`src/rtl/itrd_pkg.sv`:
```
// Shared types, sizes and helpers for the integer to radix digit converter.
package itrd_pkg;

  // Width of the integer to convert.
  localparam int unsigned VALUE_WIDTH = 31;
  // Width of the radix field.
  localparam int unsigned RADIX_WIDTH = 5;
  // Entries in the queue between the front and back parts.
  localparam int unsigned QUEUE_DEPTH = 2;
  // Smallest and largest radix that produce digits.
  localparam logic [RADIX_WIDTH-1:0] RadixMin = RADIX_WIDTH'(2);
  localparam logic [RADIX_WIDTH-1:0] RadixMax = RADIX_WIDTH'(16);
  // Digit values below this are decimal characters.
  localparam logic [3:0] DecimalDigits = 4'd10;
  localparam logic [6:0] AsciiZero = 7'h30;
  localparam logic [6:0] AsciiUpperA = 7'h41;

  // One input item.
  typedef struct packed {
    logic [VALUE_WIDTH-1:0] value;
    logic [RADIX_WIDTH-1:0] radix;
  } in_t;

  // One result item.
  typedef struct packed {
    logic [3:0] digit_value;
    logic [6:0] digit_char;
    logic       last_digit;
    logic       bad_radix;
  } out_t;

  // A classified item waiting for the back part.
  typedef struct packed {
    logic [VALUE_WIDTH-1:0] value;
    logic [RADIX_WIDTH-1:0] radix;
    logic                   bad;
  } work_t;

  // ASCII character of a digit value: '0'-'9', then 'A'-'F'.
  function automatic logic [6:0] ascii_of(input logic [3:0] d);
    logic [6:0] ch;
    if (d < DecimalDigits) begin
      ch = AsciiZero + {3'b000, d};
    end else begin
      ch = AsciiUpperA + {3'b000, d - DecimalDigits};
    end
    return ch;
  endfunction

endpackage

```
`src/rtl/itrd_front.sv`:
```
// Front part: accepts input items, checks the radix and queues the work.
module itrd_front
  import itrd_pkg::*;
(
  input  logic  clk_i,
  input  logic  rst_ni,
  input  logic  push,
  output logic  full,
  input  in_t   in_data_i,
  output logic  item_valid_o,
  output work_t item_o,
  input  logic  item_take_i
);

  localparam int unsigned PtrW = (QUEUE_DEPTH > 1) ? $clog2(QUEUE_DEPTH) : 1;
  localparam int unsigned CntW = $clog2(QUEUE_DEPTH + 1);

  work_t            queue_q [QUEUE_DEPTH];
  logic [PtrW-1:0]  wr_ptr_q, wr_ptr_d;
  logic [PtrW-1:0]  rd_ptr_q, rd_ptr_d;
  logic [CntW-1:0]  count_q, count_d;
  logic             push_xfer;
  logic             take_xfer;
  work_t            classified;

  // Classify the incoming item by its radix.
  always_comb begin
    classified.value = in_data_i.value;
    classified.radix = in_data_i.radix;
    classified.bad   = (in_data_i.radix < RadixMin) || (in_data_i.radix > RadixMax);
  end

  assign full         = (count_q == CntW'(QUEUE_DEPTH));
  assign push_xfer    = push && !full;
  assign item_valid_o = (count_q != '0);
  assign take_xfer    = item_take_i && item_valid_o;
  assign item_o       = queue_q[rd_ptr_q];

  // Pointer and fill count updates with wrap at the queue depth.
  always_comb begin
    wr_ptr_d = wr_ptr_q;
    rd_ptr_d = rd_ptr_q;
    count_d  = count_q;
    if (push_xfer) begin
      wr_ptr_d = (wr_ptr_q == PtrW'(QUEUE_DEPTH - 1)) ? '0 : wr_ptr_q + 1'b1;
    end
    if (take_xfer) begin
      rd_ptr_d = (rd_ptr_q == PtrW'(QUEUE_DEPTH - 1)) ? '0 : rd_ptr_q + 1'b1;
    end
    if (push_xfer && !take_xfer) begin
      count_d = count_q + 1'b1;
    end else if (!push_xfer && take_xfer) begin
      count_d = count_q - 1'b1;
    end
  end

  always_ff @(posedge clk_i or negedge rst_ni) begin
    if (!rst_ni) begin
      wr_ptr_q <= '0;
      rd_ptr_q <= '0;
      count_q  <= '0;
    end else begin
      wr_ptr_q <= wr_ptr_d;
      rd_ptr_q <= rd_ptr_d;
      count_q  <= count_d;
    end
  end

  // Queue storage holds payload only.
  always_ff @(posedge clk_i) begin
    if (push_xfer) begin
      queue_q[wr_ptr_q] <= classified;
    end
  end

endmodule

```
`src/rtl/itrd_back.sv`:
```
// Back part: finds the leading place value, then produces digits one by one.
module itrd_back
  import itrd_pkg::*;
(
  input  logic  clk_i,
  input  logic  rst_ni,
  input  logic  item_valid_i,
  input  work_t item_i,
  output logic  item_take_o,
  output logic  out_valid_o,
  output out_t  out_data_o,
  input  logic  pop
);

  localparam int unsigned IdxW  = $clog2(VALUE_WIDTH);
  localparam int unsigned ProdW = VALUE_WIDTH + RADIX_WIDTH;
  localparam int unsigned TrialW = VALUE_WIDTH + 3;

  typedef enum logic [1:0] {
    StIdle,
    StAscend,
    StDigit,
    StEmit
  } state_e;

  state_e                 state_q;
  logic [VALUE_WIDTH-1:0] rem_q;
  logic [VALUE_WIDTH-1:0] place_q;
  logic [RADIX_WIDTH-1:0] radix_q;
  logic [IdxW-1:0]        idx_q;
  logic [1:0]             bit_q;
  logic [3:0]             digit_q;
  logic                   bad_q;
  logic                   out_valid_q;
  out_t                   out_q;
  logic [VALUE_WIDTH-1:0] pow_q [VALUE_WIDTH];

  logic [ProdW-1:0]       prod;
  logic                   prod_fits;
  logic [TrialW-1:0]      trial;
  logic                   trial_fits;
  logic                   pop_xfer;
  logic                   slot_free;
  logic                   emit_xfer;
  logic                   is_last;
  out_t                   result;

  // Next place value candidate and the digit trial subtraction.
  assign prod       = ProdW'(place_q) * ProdW'(radix_q);
  assign prod_fits  = (prod <= ProdW'(rem_q));
  assign trial      = TrialW'(place_q) << bit_q;
  assign trial_fits = (trial <= TrialW'(rem_q));

  assign pop_xfer    = pop && out_valid_q;
  assign slot_free   = !out_valid_q || pop_xfer;
  assign emit_xfer   = (state_q == StEmit) && slot_free;
  assign item_take_o = (state_q == StIdle) && item_valid_i;
  assign is_last     = bad_q || (idx_q == '0);
  assign out_valid_o = out_valid_q;
  assign out_data_o  = out_q;

  // Result of the digit now finished.
  always_comb begin
    result.digit_value = bad_q ? 4'd0 : digit_q;
    result.digit_char  = bad_q ? 7'd0 : ascii_of(digit_q);
    result.last_digit  = is_last;
    result.bad_radix   = bad_q;
  end

  // Conversion sequencer and the output register.
  always_ff @(posedge clk_i or negedge rst_ni) begin
    if (!rst_ni) begin
      state_q     <= StIdle;
      rem_q       <= '0;
      place_q     <= '0;
      radix_q     <= '0;
      idx_q       <= '0;
      bit_q       <= '0;
      digit_q     <= '0;
      bad_q       <= 1'b0;
      out_valid_q <= 1'b0;
      out_q       <= '0;
    end else begin
      // The output register fills on an emitted digit and drains on a transfer.
      if (emit_xfer) begin
        out_valid_q <= 1'b1;
      end else if (pop_xfer) begin
        out_valid_q <= 1'b0;
      end
      case (state_q)
        StIdle: begin
          if (item_valid_i) begin
            rem_q   <= item_i.value;
            radix_q <= item_i.radix;
            bad_q   <= item_i.bad;
            place_q <= VALUE_WIDTH'(1);
            idx_q   <= '0;
            digit_q <= '0;
            state_q <= item_i.bad ? StEmit : StAscend;
          end
        end
        StAscend: begin
          // Grow the place value while another multiple still fits.
          if (prod_fits) begin
            place_q <= prod[VALUE_WIDTH-1:0];
            idx_q   <= idx_q + 1'b1;
          end else begin
            bit_q   <= 2'd3;
            digit_q <= '0;
            state_q <= StDigit;
          end
        end
        StDigit: begin
          // One quotient bit of the digit per cycle.
          if (trial_fits) begin
            rem_q   <= rem_q - trial[VALUE_WIDTH-1:0];
            digit_q <= digit_q | (4'd1 << bit_q);
          end
          if (bit_q == 2'd0) begin
            state_q <= StEmit;
          end else begin
            bit_q <= bit_q - 1'b1;
          end
        end
        StEmit: begin
          if (slot_free) begin
            out_q <= result;
            if (is_last) begin
              state_q <= StIdle;
            end else begin
              idx_q   <= idx_q - 1'b1;
              place_q <= pow_q[idx_q - 1'b1];
              bit_q   <= 2'd3;
              digit_q <= '0;
              state_q <= StDigit;
            end
          end
        end
        default: begin
          state_q <= StIdle;
        end
      endcase
    end
  end

  // Place values kept on the way up, read back on the way down.
  always_ff @(posedge clk_i) begin
    if (state_q == StIdle) begin
      pow_q[0] <= VALUE_WIDTH'(1);
    end else if (state_q == StAscend && prod_fits) begin
      pow_q[idx_q + 1'b1] <= prod[VALUE_WIDTH-1:0];
    end
  end

  // A bad radix result always closes its run.
  assert property (@(posedge clk_i) disable iff (!rst_ni)
    out_valid_q && out_q.bad_radix |-> out_q.last_digit)
    else $error("bad radix result without last flag");

  // Digits are always below the radix.
  assert property (@(posedge clk_i) disable iff (!rst_ni)
    (state_q == StEmit) && !bad_q |-> (RADIX_WIDTH'(digit_q) < radix_q))
    else $error("digit not below radix");

  // The place value never drops to zero while digits are produced.
  assert property (@(posedge clk_i) disable iff (!rst_ni)
    (state_q == StDigit) || (state_q == StAscend) |-> (place_q != '0))
    else $error("zero place value");

  // The remainder holds while the place value grows.
  assert property (@(posedge clk_i) disable iff (!rst_ni)
    (state_q == StAscend) |=> $stable(rem_q))
    else $error("remainder changed during ascent");

  // A new result is loaded only into a free output slot.
  assert property (@(posedge clk_i) disable iff (!rst_ni)
    (state_q == StEmit) && out_valid_q && !pop |=> $stable(out_q))
    else $error("output overwritten");

endmodule

```
`src/rtl/integer_to_radix_digits.sv`:
```
// Top level of the integer to radix digit converter.
//
//   Channel   Handshake               Payload    Transfer when
//   input     push / full             in_data_i  push && !full
//   result    empty / pop             out_data_o pop && !empty
//
// The back part loads a value, searches the leading place value with one
// multiply per cycle, then finds each digit by a trial of four quotient
// bits and emits it. A bad radix goes straight from the load to the emit.
// The input queue holds two items, so input keeps flowing while a
// conversion runs; a result waiting in the output register stalls only
// the back part. Reset empties both queues at once.
module integer_to_radix_digits
  import itrd_pkg::*;
(
  input  logic clk_i,
  input  logic rst_ni,
  input  logic push,
  output logic full,
  input  in_t  in_data_i,
  output logic empty,
  input  logic pop,
  output out_t out_data_o
);

  logic  item_valid;
  logic  item_take;
  work_t item;
  logic  out_valid;

  itrd_front u_front (
    .clk_i       (clk_i),
    .rst_ni      (rst_ni),
    .push        (push),
    .full        (full),
    .in_data_i   (in_data_i),
    .item_valid_o(item_valid),
    .item_o      (item),
    .item_take_i (item_take)
  );

  itrd_back u_back (
    .clk_i       (clk_i),
    .rst_ni      (rst_ni),
    .item_valid_i(item_valid),
    .item_i      (item),
    .item_take_o (item_take),
    .out_valid_o (out_valid),
    .out_data_o  (out_data_o),
    .pop         (pop)
  );

  assign empty = !out_valid;

endmodule

```
`config.mk`:
```
export PLATFORM = sky130hd
export DESIGN_NAME = integer_to_radix_digits
export DESIGN_NICKNAME = d
export VERILOG_FILES = /design/src/rtl/itrd_pkg.sv /design/src/rtl/itrd_front.sv /design/src/rtl/itrd_back.sv /design/src/rtl/integer_to_radix_digits.sv
export SDC_FILE = /design/constraint.sdc
export NUM_CORES = 2
export LEC_CHECK = 0
export ABC_CLOCK_PERIOD_IN_PS = 12250
export BUFFER_PORTS_ARGS = -buffer_cell sky130_fd_sc_hd__clkbuf_2
export CELL_PAD_IN_SITES_DETAIL_PLACEMENT = 0
export CELL_PAD_IN_SITES_GLOBAL_PLACEMENT = 1
export CORE_MARGIN = 2
export CORE_UTILIZATION = 30
export DETAILED_ROUTE_END_ITERATION = 8
export PLACE_DENSITY = 0.57
export SYNTH_ARGS = -nofsm -noshare
export SYNTH_HDL_FRONTEND = slang
export SYNTH_SLANG_ARGS = --single-unit
```
`constraint.sdc`:
```
create_clock -name clk_i -period 12.25 [get_ports clk_i]
set_input_delay 1.225 -clock clk_i [delete_from_list [all_inputs] [get_ports clk_i]]
set_output_delay 1.225 -clock clk_i [all_outputs]
set_load 0.02 [all_outputs]
```
After elaboration in Yosys (flattened, before gate mapping)
Memory sizes are Yosys's and may differ from the RTL's.
Index checks and enable logic that the tools add are counted.
{"block": "word_totals", "ff_bits": 99, "ramBits": 1035, "input_bits": 40, "out_inout_bits": 15, "word_cells": 132, "n_memories": 2}
{"memory": "u_back.pow_q", "words": 31, "width": 31, "rd": 1, "rd_ports_with_merged_regs": 0, "wr": 1, "line": "itrd_back.sv:36", "source": "logic [VALUE_WIDTH-1:0] pow_q [VALUE_WIDTH];"}
{"memory": "u_front.queue_q", "words": 2, "width": 37, "rd": 1, "rd_ports_with_merged_regs": 0, "wr": 1, "line": "itrd_front.sv:18", "source": "work_t queue_q [QUEUE_DEPTH];"}
{"block": "classes", "addsub": 11, "mul": 1, "order_cmp": 5, "n_eq_ne": 12, "shift": 2, "mux": 50, "bitwise": 1, "reduce_logical": 32}
{"operator": "$mux W31", "count": 7}
{"operator": "$pmux W31 S3", "count": 1}
{"operator": "$pmux W31 S2", "count": 1}
{"operator": "$le A36 B31 Y1", "count": 1}
{"operator": "$mul A31 B5 Y36", "count": 1}
{"operator": "$le A34 B31 Y1", "count": 1}
{"operator": "$shl A31 B2 Y34", "count": 1}
{"operator": "$reduce_or A31 Y1", "count": 1}
{"operator": "$sub A31 B31 Y31", "count": 1}
{"operator": "$mux W5", "count": 5}
{"operator": "$mux W2", "count": 12}
{"operator": "$mux W4", "count": 6}
{"operator": "$pmux W4 S4", "count": 1}
{"operator": "$pmux W5 S3", "count": 1}
{"operator": "$reduce_and A5 Y1", "count": 3}
{"operator": "$mux W7", "count": 2}
{"operator": "$mux W1", "count": 12}
{"operator": "$ne A2 B1 Y1 const B", "count": 5}
{"operator": "$logic_and A1 B1 Y1", "count": 8}
{"operator": "$pmux W2 S4", "count": 1}
{"operator": "$reduce_bool A2 Y1", "count": 4}
{"operator": "$add A6 B4 Y7 const A", "count": 1}
{"operator": "$add A7 B4 Y7 const A", "count": 1}
{"operator": "$eq A2 B2 Y1 const B", "count": 3}
{"operator": "22 further kinds", "count": 34}

Depth between registers and ports, before layout
{"block": "logic_depth", "depth_word": 8, "mapped_depth": 31, "depth_no_buf": 28}

Cells and area by module
Synthesis repeated with hierarchy kept, for this count alone.
{"block": "unflattened", "hier_cells": 3408, "hier_area_um2": 53498.8}
{"mod": "itrd_back", "n_inst": 1, "cells_each": 3269, "area_each_um2": 50522.2, "seq_area_each_um2": 31235.0}
{"mod": "itrd_front", "n_inst": 1, "cells_each": 138, "area_each_um2": 2972.9, "seq_area_each_um2": 2322.2}
{"mod": "integer_to_radix_digits", "n_inst": 1, "cells_each": 1, "area_each_um2": 3.8, "seq_area_each_um2": 0.0}

Worst setup path before layout
No wires, ideal clock.
{"block": "synth_path", "path_type": "reg-to-reg", "startpoint": "register u_back.radix_q[2]", "endpoint": "memory u_back.pow_q[4][0] (enable)", "setup_ns": 0.588, "arrival_ns": 10.987, "t_required_ns": 11.662, "setup_slack_ns": 0.676, "stages_incl_launch_ff": 31, "n_path_buf": 3, "synth_period_minus_slack_ns": 11.574, "cell_sequence": "dfrtp_1 -> clkbuf_1 -> and2_1 -> fa_1 -> fa_1 -> inv_1 -> fa_1 -> inv_1 -> ha_1 -> buf_2 -> and4_1 -> a21o_1 -> a31oi_1 -> and4b_1 -> o21ai_0 -> a211oi_1 -> o21bai_1 -> a21oi_1 -> xor2_1 -> inv_1 -> ha_1 -> a41o_1 -> a211oi_1 -> o21ai_0 -> o211ai_1 -> o2111ai_1 -> a211oi_2 -> and3_1 -> buf_2 -> a21oi_1 -> a2111oi_0"}
{"block": "synth_between", "elab_chain_cells": 8, "word_cells_on_any_way": 9, "classes_between": "mul: 1; order compare: 1; mux: 5; reduce/logical: 2"}
{"item": "start, declared", "line": "itrd_back.sv:29", "source": "logic [RADIX_WIDTH-1:0] radix_q;"}
{"item": "start signal, assigned", "line": "itrd_back.sv:94", "source": "radix_q <= item_i.radix;"}
{"item": "$mul A31 B5 Y36 *", "line": "itrd_back.sv:49", "source": "assign prod = ProdW'(place_q) * ProdW'(radix_q);"}
{"item": "$le A36 B31 Y1 *", "line": "itrd_back.sv:50", "source": "assign prod_fits = (prod <= ProdW'(rem_q));"}
{"item": "$logic_and A1 B1 Y1 *", "line": "itrd_back.sv:150", "source": "end else if (state_q == StAscend && prod_fits) begin"}
{"item": "$mux W1 *", "line": "itrd_back.sv:150"}
{"item": "$mux W1 *", "line": "itrd_back.sv:148", "source": "if (state_q == StIdle) begin"}
{"item": "$mux W1 (not written as such) *", "line": "itrd_back.sv:151", "source": "pow_q[idx_q + 1'b1] <= prod[VALUE_WIDTH-1:0];"}
{"item": "$reduce_or A31 Y1 (no source line)"}
{"item": "$mux W5 (no source line) / $mux W1 (equally long branches)"}
{"item": "end, declared", "line": "itrd_back.sv:36"}
Every way passes the cells marked *; elsewhere a longest branch is shown, timed or not.

Worst setup path in the final report
{"block": "layout_path", "startpoint": "register u_back.radix_q[2]", "endpoint": "memory u_back.pow_q[18][12] (enable)"}
The elaborated chain is that of the path after synthesis.

==> results.txt <==
Fraction of registers with async set/reset: 0.0873. The clock transition time at the flip-flop clock pins of the worst setup and hold paths was 60 ps; the area growth from synthesis to layout was 13.9%. In the routed design, unresolved DRC markers number 0. The synthesized-area fraction occupied by xor and xnor cells is 0.0111, and the post-synthesis adder-cell area fraction is 0.0681. After floorplanning, the core was sized to cover 0.176 mm². Fmax: 101 MHz.

The min-delay analysis places its worst path in the category reg2reg. The initial DRC count was 2612; the net count after synthesis was 3629. Area fraction in and, or, nand and nor cells after synthesis: 0.0590. Summed over all failing endpoints, the final setup total negative slack is 0 ps.

Setup violations remaining at the end of the flow were counted as 0. The count of buffers added by post-CTS timing repair for setup is 0, and the share of cell area taken by muxes after synthesis is 0.144. The filler cells instantiated in the layout total 17000. The logs give 0.160 for the global routing usage summed across all routing layers and 770 ps for the later-pin clock latency in the skew report.

In this run, post-CTS repair resized a total of 0 instances. In this run the cell area of the synthesized design comes to 0.0529 mm². Cell count of the worst reg-to-reg path: 28.

The logs give 0 for the final count of pins violating max slew and 89100 µm for the post-detailed-placement half-perimeter wirelength. Entering global routing, the biggest net connects 100 pins. After synthesis the netlist holds a flip-flop and latch count of 1134. The first global-routing pass estimated 213000 µm of wire. TritonCTS built the clock tree. The largest single stage delay on the critical path is 1030 ps. Input and output buffers added on the ports amount to 54. The logs give 0 for the remaining global-route overflow and 3 for the worst-case clock buffer depth.

CTS H-tree depth: 3. The worst register-to-register path begins at u_back.radix_q[2]$_DFFE_PN0P_. The netlist uses 73 different library cells.

Ranked by total cell area, the synthesized netlist is headed by edfxtp_1 (59%), mux4_2 (12%), dfrtp_1 (4.7%). The count of final hold-check violations came out at 0. The tools report the last element of the critical path as u_back.pow_q[18][12]$_DFFE_PP_. The share of final-layout standard cells stronger than drive strength 1 works out to 0.197.

The register-to-register path setup slack was 2380 ps. The run gives 154 as the number of rows created at floorplan. In this run the critical register-to-register path is captured at u_back.pow_q[18][12]$_DFFE_PP_. The critical path is of the reg2reg type.

The via count of the first global-routing pass came out at 30500. Hold is met by 477 ps. In this run, synthesis inferred 1035 flip-flops with an integrated enable. Setup repair after global routing left no endpoint under its margin. The slowest stage of the critical path belongs to the cell dfrtp_1. The via-per-instance ratio works out to 5.02. In this run the mean area of a mapped cell was 15.8 µm². Buffers inserted during clock tree synthesis total 115. Synthesis produced a netlist whose cell count is 3354. The sequential area share after synthesis was 0.635. After detailed routing, the average wire length per cell comes to 24.4 µm.

The dominant combinational cell family by area after synthesis is multiplexers. For the final database, setup skew stands at 79.3 ps. For this run, the number of Yosys warnings is 0. At the end of routability-driven placement, the weighted congestion stood at 0.805.

The net count of the finished layout is 3730. The number of antenna violations at the first check in global routing is 4, and the area of the die is 0.180 mm². For the worst setup path, the data required time is 12640 ps. In this run the worst setup path begins at u_back.radix_q[2]$_DFFE_PN0P_.

In this run the count of I/O pins placed on the die edge is 55. At the pin with the least slew margin, the transition time is 1290 ps. The final cycle utilization of the critical path came out at 0.806.

After layout, the minimum clock period comes to 9870 ps. The tools report the kind of launch point of the worst setup path as a register. The run finished with clean final reports.

Share of the synthesized area in the top cell type: 0.588. The die is 424 µm tall. In this run the remaining antenna-violating nets after routing total 0.

The run gives 5 as the first-pass iteration count of the detailed router. The tools report the endpoint class of the critical path as a register. After clock tree synthesis, the flow added hold-fix buffers numbering 0.

The detailed router placed 29600 vias in this run. The final layout contains routed wiring with a total length of 144000 µm. The most frequently used flop master after synthesis is edfxtp_1. The effective utilization at floorplan was 0.301. The width of the die works out to 424 µm. Summed over all instances, the cell type with the most area after synthesis is edfxtp_1.

CTS saw 1134 sinks. Along the worst path, the maximum fanout reaches 32. Relative max-transition margin: 0.137. CTS placed an instance of clkbuf_16 at the clock tree root. The worst endpoint data arrival time was 10260 ps. Max-cap violations in this run came to 0.

Area fraction in compound gates after synthesis: 0.0542.
[worst min path at each step]
stage | cells past startpoint | slack [ps] | startpoint | end
after floorplan | 1 | 460 | u_front.wr_ptr_q$_DFFE_PN0P_ | u_front.wr_ptr_q$_DFFE_PN0P_
after global placement | 2 | 460 | u_back.out_data_o[0]$_DFFE_PN0P_ | u_back.out_data_o[0]$_DFFE_PN0P_
after detailed placement | 2 | 470 | u_back.out_data_o[6]$_DFFE_PN0P_ | u_back.out_data_o[6]$_DFFE_PN0P_
after CTS | 1 | 470 | rst_ni | u_front.count_q[1]$_DFFE_PN0P_
after global routing | 1 | 500 | rst_ni | u_front.count_q[0]$_DFFE_PN0P_
final | 2 | 480 | u_back.out_data_o[6]$_DFFE_PN0P_ | u_back.out_data_o[6]$_DFFE_PN0P_
[layout make-up]
cell class | instances | area, µm² | area share
Sequential cell | 1134 | 33600 | 0.557
Multi-Input combinational cell | 1817 | 18100 | 0.301
Clock buffer | 137 | 2960 | 0.0492
Tap cell | 2340 | 2930 | 0.0486
Timing Repair Buffer | 150 | 1030 | 0.0171
Inverter | 237 | 890 | 0.0148
Clock inverter | 81 | 717 | 0.0119
Antenna cell | 2 | 5.00 | 0.0000831
[kinds of logic after synthesis]
family                     count (synthesis)
DFF                                     1134
and+or+nand+nor                          659
AOI/OAI and AO/OA                        448
muxes                                    408
buffers and inverters                    403
adders and majority gates                235
xor gates and xnor gates                  67
[placed cells by master, fill, tap and decap left out, types with 21 or more instances in the layout]
| master | instances |
|---|---|
| clkbuf_16 | 115 |
| mux2i_1 | 108 |
| nor2_1 | 135 |
| o32a_1 | 21 |
| inv_1 | 237 |
| xnor2_1 | 39 |
| clkbuf_2 | 53 |
| and2_1 | 121 |
| ha_1 | 146 |
| fa_1 | 88 |
| xor2_1 | 24 |
| clkbuf_1 | 22 |
| dfrtp_1 | 96 |
| edfxtp_1 | 1035 |
| nor2_4 | 22 |
| mux2_2 | 21 |
| a21oi_1 | 170 |
| clkinv_1 | 30 |
| nand2_1 | 227 |
| o21ai_0 | 82 |
| a21o_1 | 39 |
| mux4_2 | 279 |
| clkinv_2 | 26 |
| buf_4 | 94 |
| nand3_1 | 31 |
[synth_stat cells (15+ instances only)]
cell / instances
fa_1: 88
dfrtp_1: 99
edfxtp_1: 1035
and2_1: 121
mux4_2: 279
o32a_1: 21
buf_1: 20
mux2_2: 21
clkbuf_1: 129
nor2_1: 165
nand4_1: 16
or2_2: 15
inv_1: 237
xnor2_1: 43
mux2i_1: 108
nand3_1: 31
xor2_1: 24
o21bai_1: 16
and3_1: 17
a21o_1: 39
ha_1: 147
o21ai_0: 82
nor3_1: 16
nand2_1: 227
a211oi_1: 15
nor2b_1: 15
a21oi_1: 170
[critical path: cells and delay by family, from the launching register on]
| family | cells | cell delay, ps |
|---|---|---|
| simple gates | 6 | 2760 |
| compound gates | 12 | 2720 |
| fa+ha+maj | 5 | 2050 |
| flops | 1 | 1030 |
| buf+inv | 4 | 640 |
| xor+xnor | 1 | 290 |
[routing by layer]
metal | GRT usage | vias up | wire length, µm
li1 | - | 12900 | -
met1 | 0.231 | 15800 | 67000
met2 | 0.249 | 723 | 66100
met3 | 0.0330 | 175 | 8340
met4 | 0.0352 | 4 | 2570
met5 | 0 | - | 27
[state kept, by name, indices dropped and copies added, names as in the netlist]
signal              cells
u_back.radix_q          5
u_back.out_valid_o      1
u_back.digit_q          4
u_front.count_q         2
u_front.rd_ptr_q        1
u_back.out_data_o      13
u_back.pow_q          961
u_back.place_q         31
u_back.idx_q            5
u_back.bit_q            2
u_front.wr_ptr_q        1
u_front.queue_q        74
u_back.state_q          2
u_back.rem_q           31
u_back.bad_q            1
[stage by stage]
stage	setup WS, ps	std cells	utilization	instance area (µm²)
final	2380	5898	0.343	60200
after global routing	1680	5896	0.343	60200
after CTS	2310	5896	0.343	60200
after detailed placement	2370	5678	0.322	56500
after global placement	2410	5678	0.322	56500
after floorplan	676	3354	-	52900
Power is not shown: default switching activity piles up to over one toggle a cycle in this logic, so the estimate is an artifact.
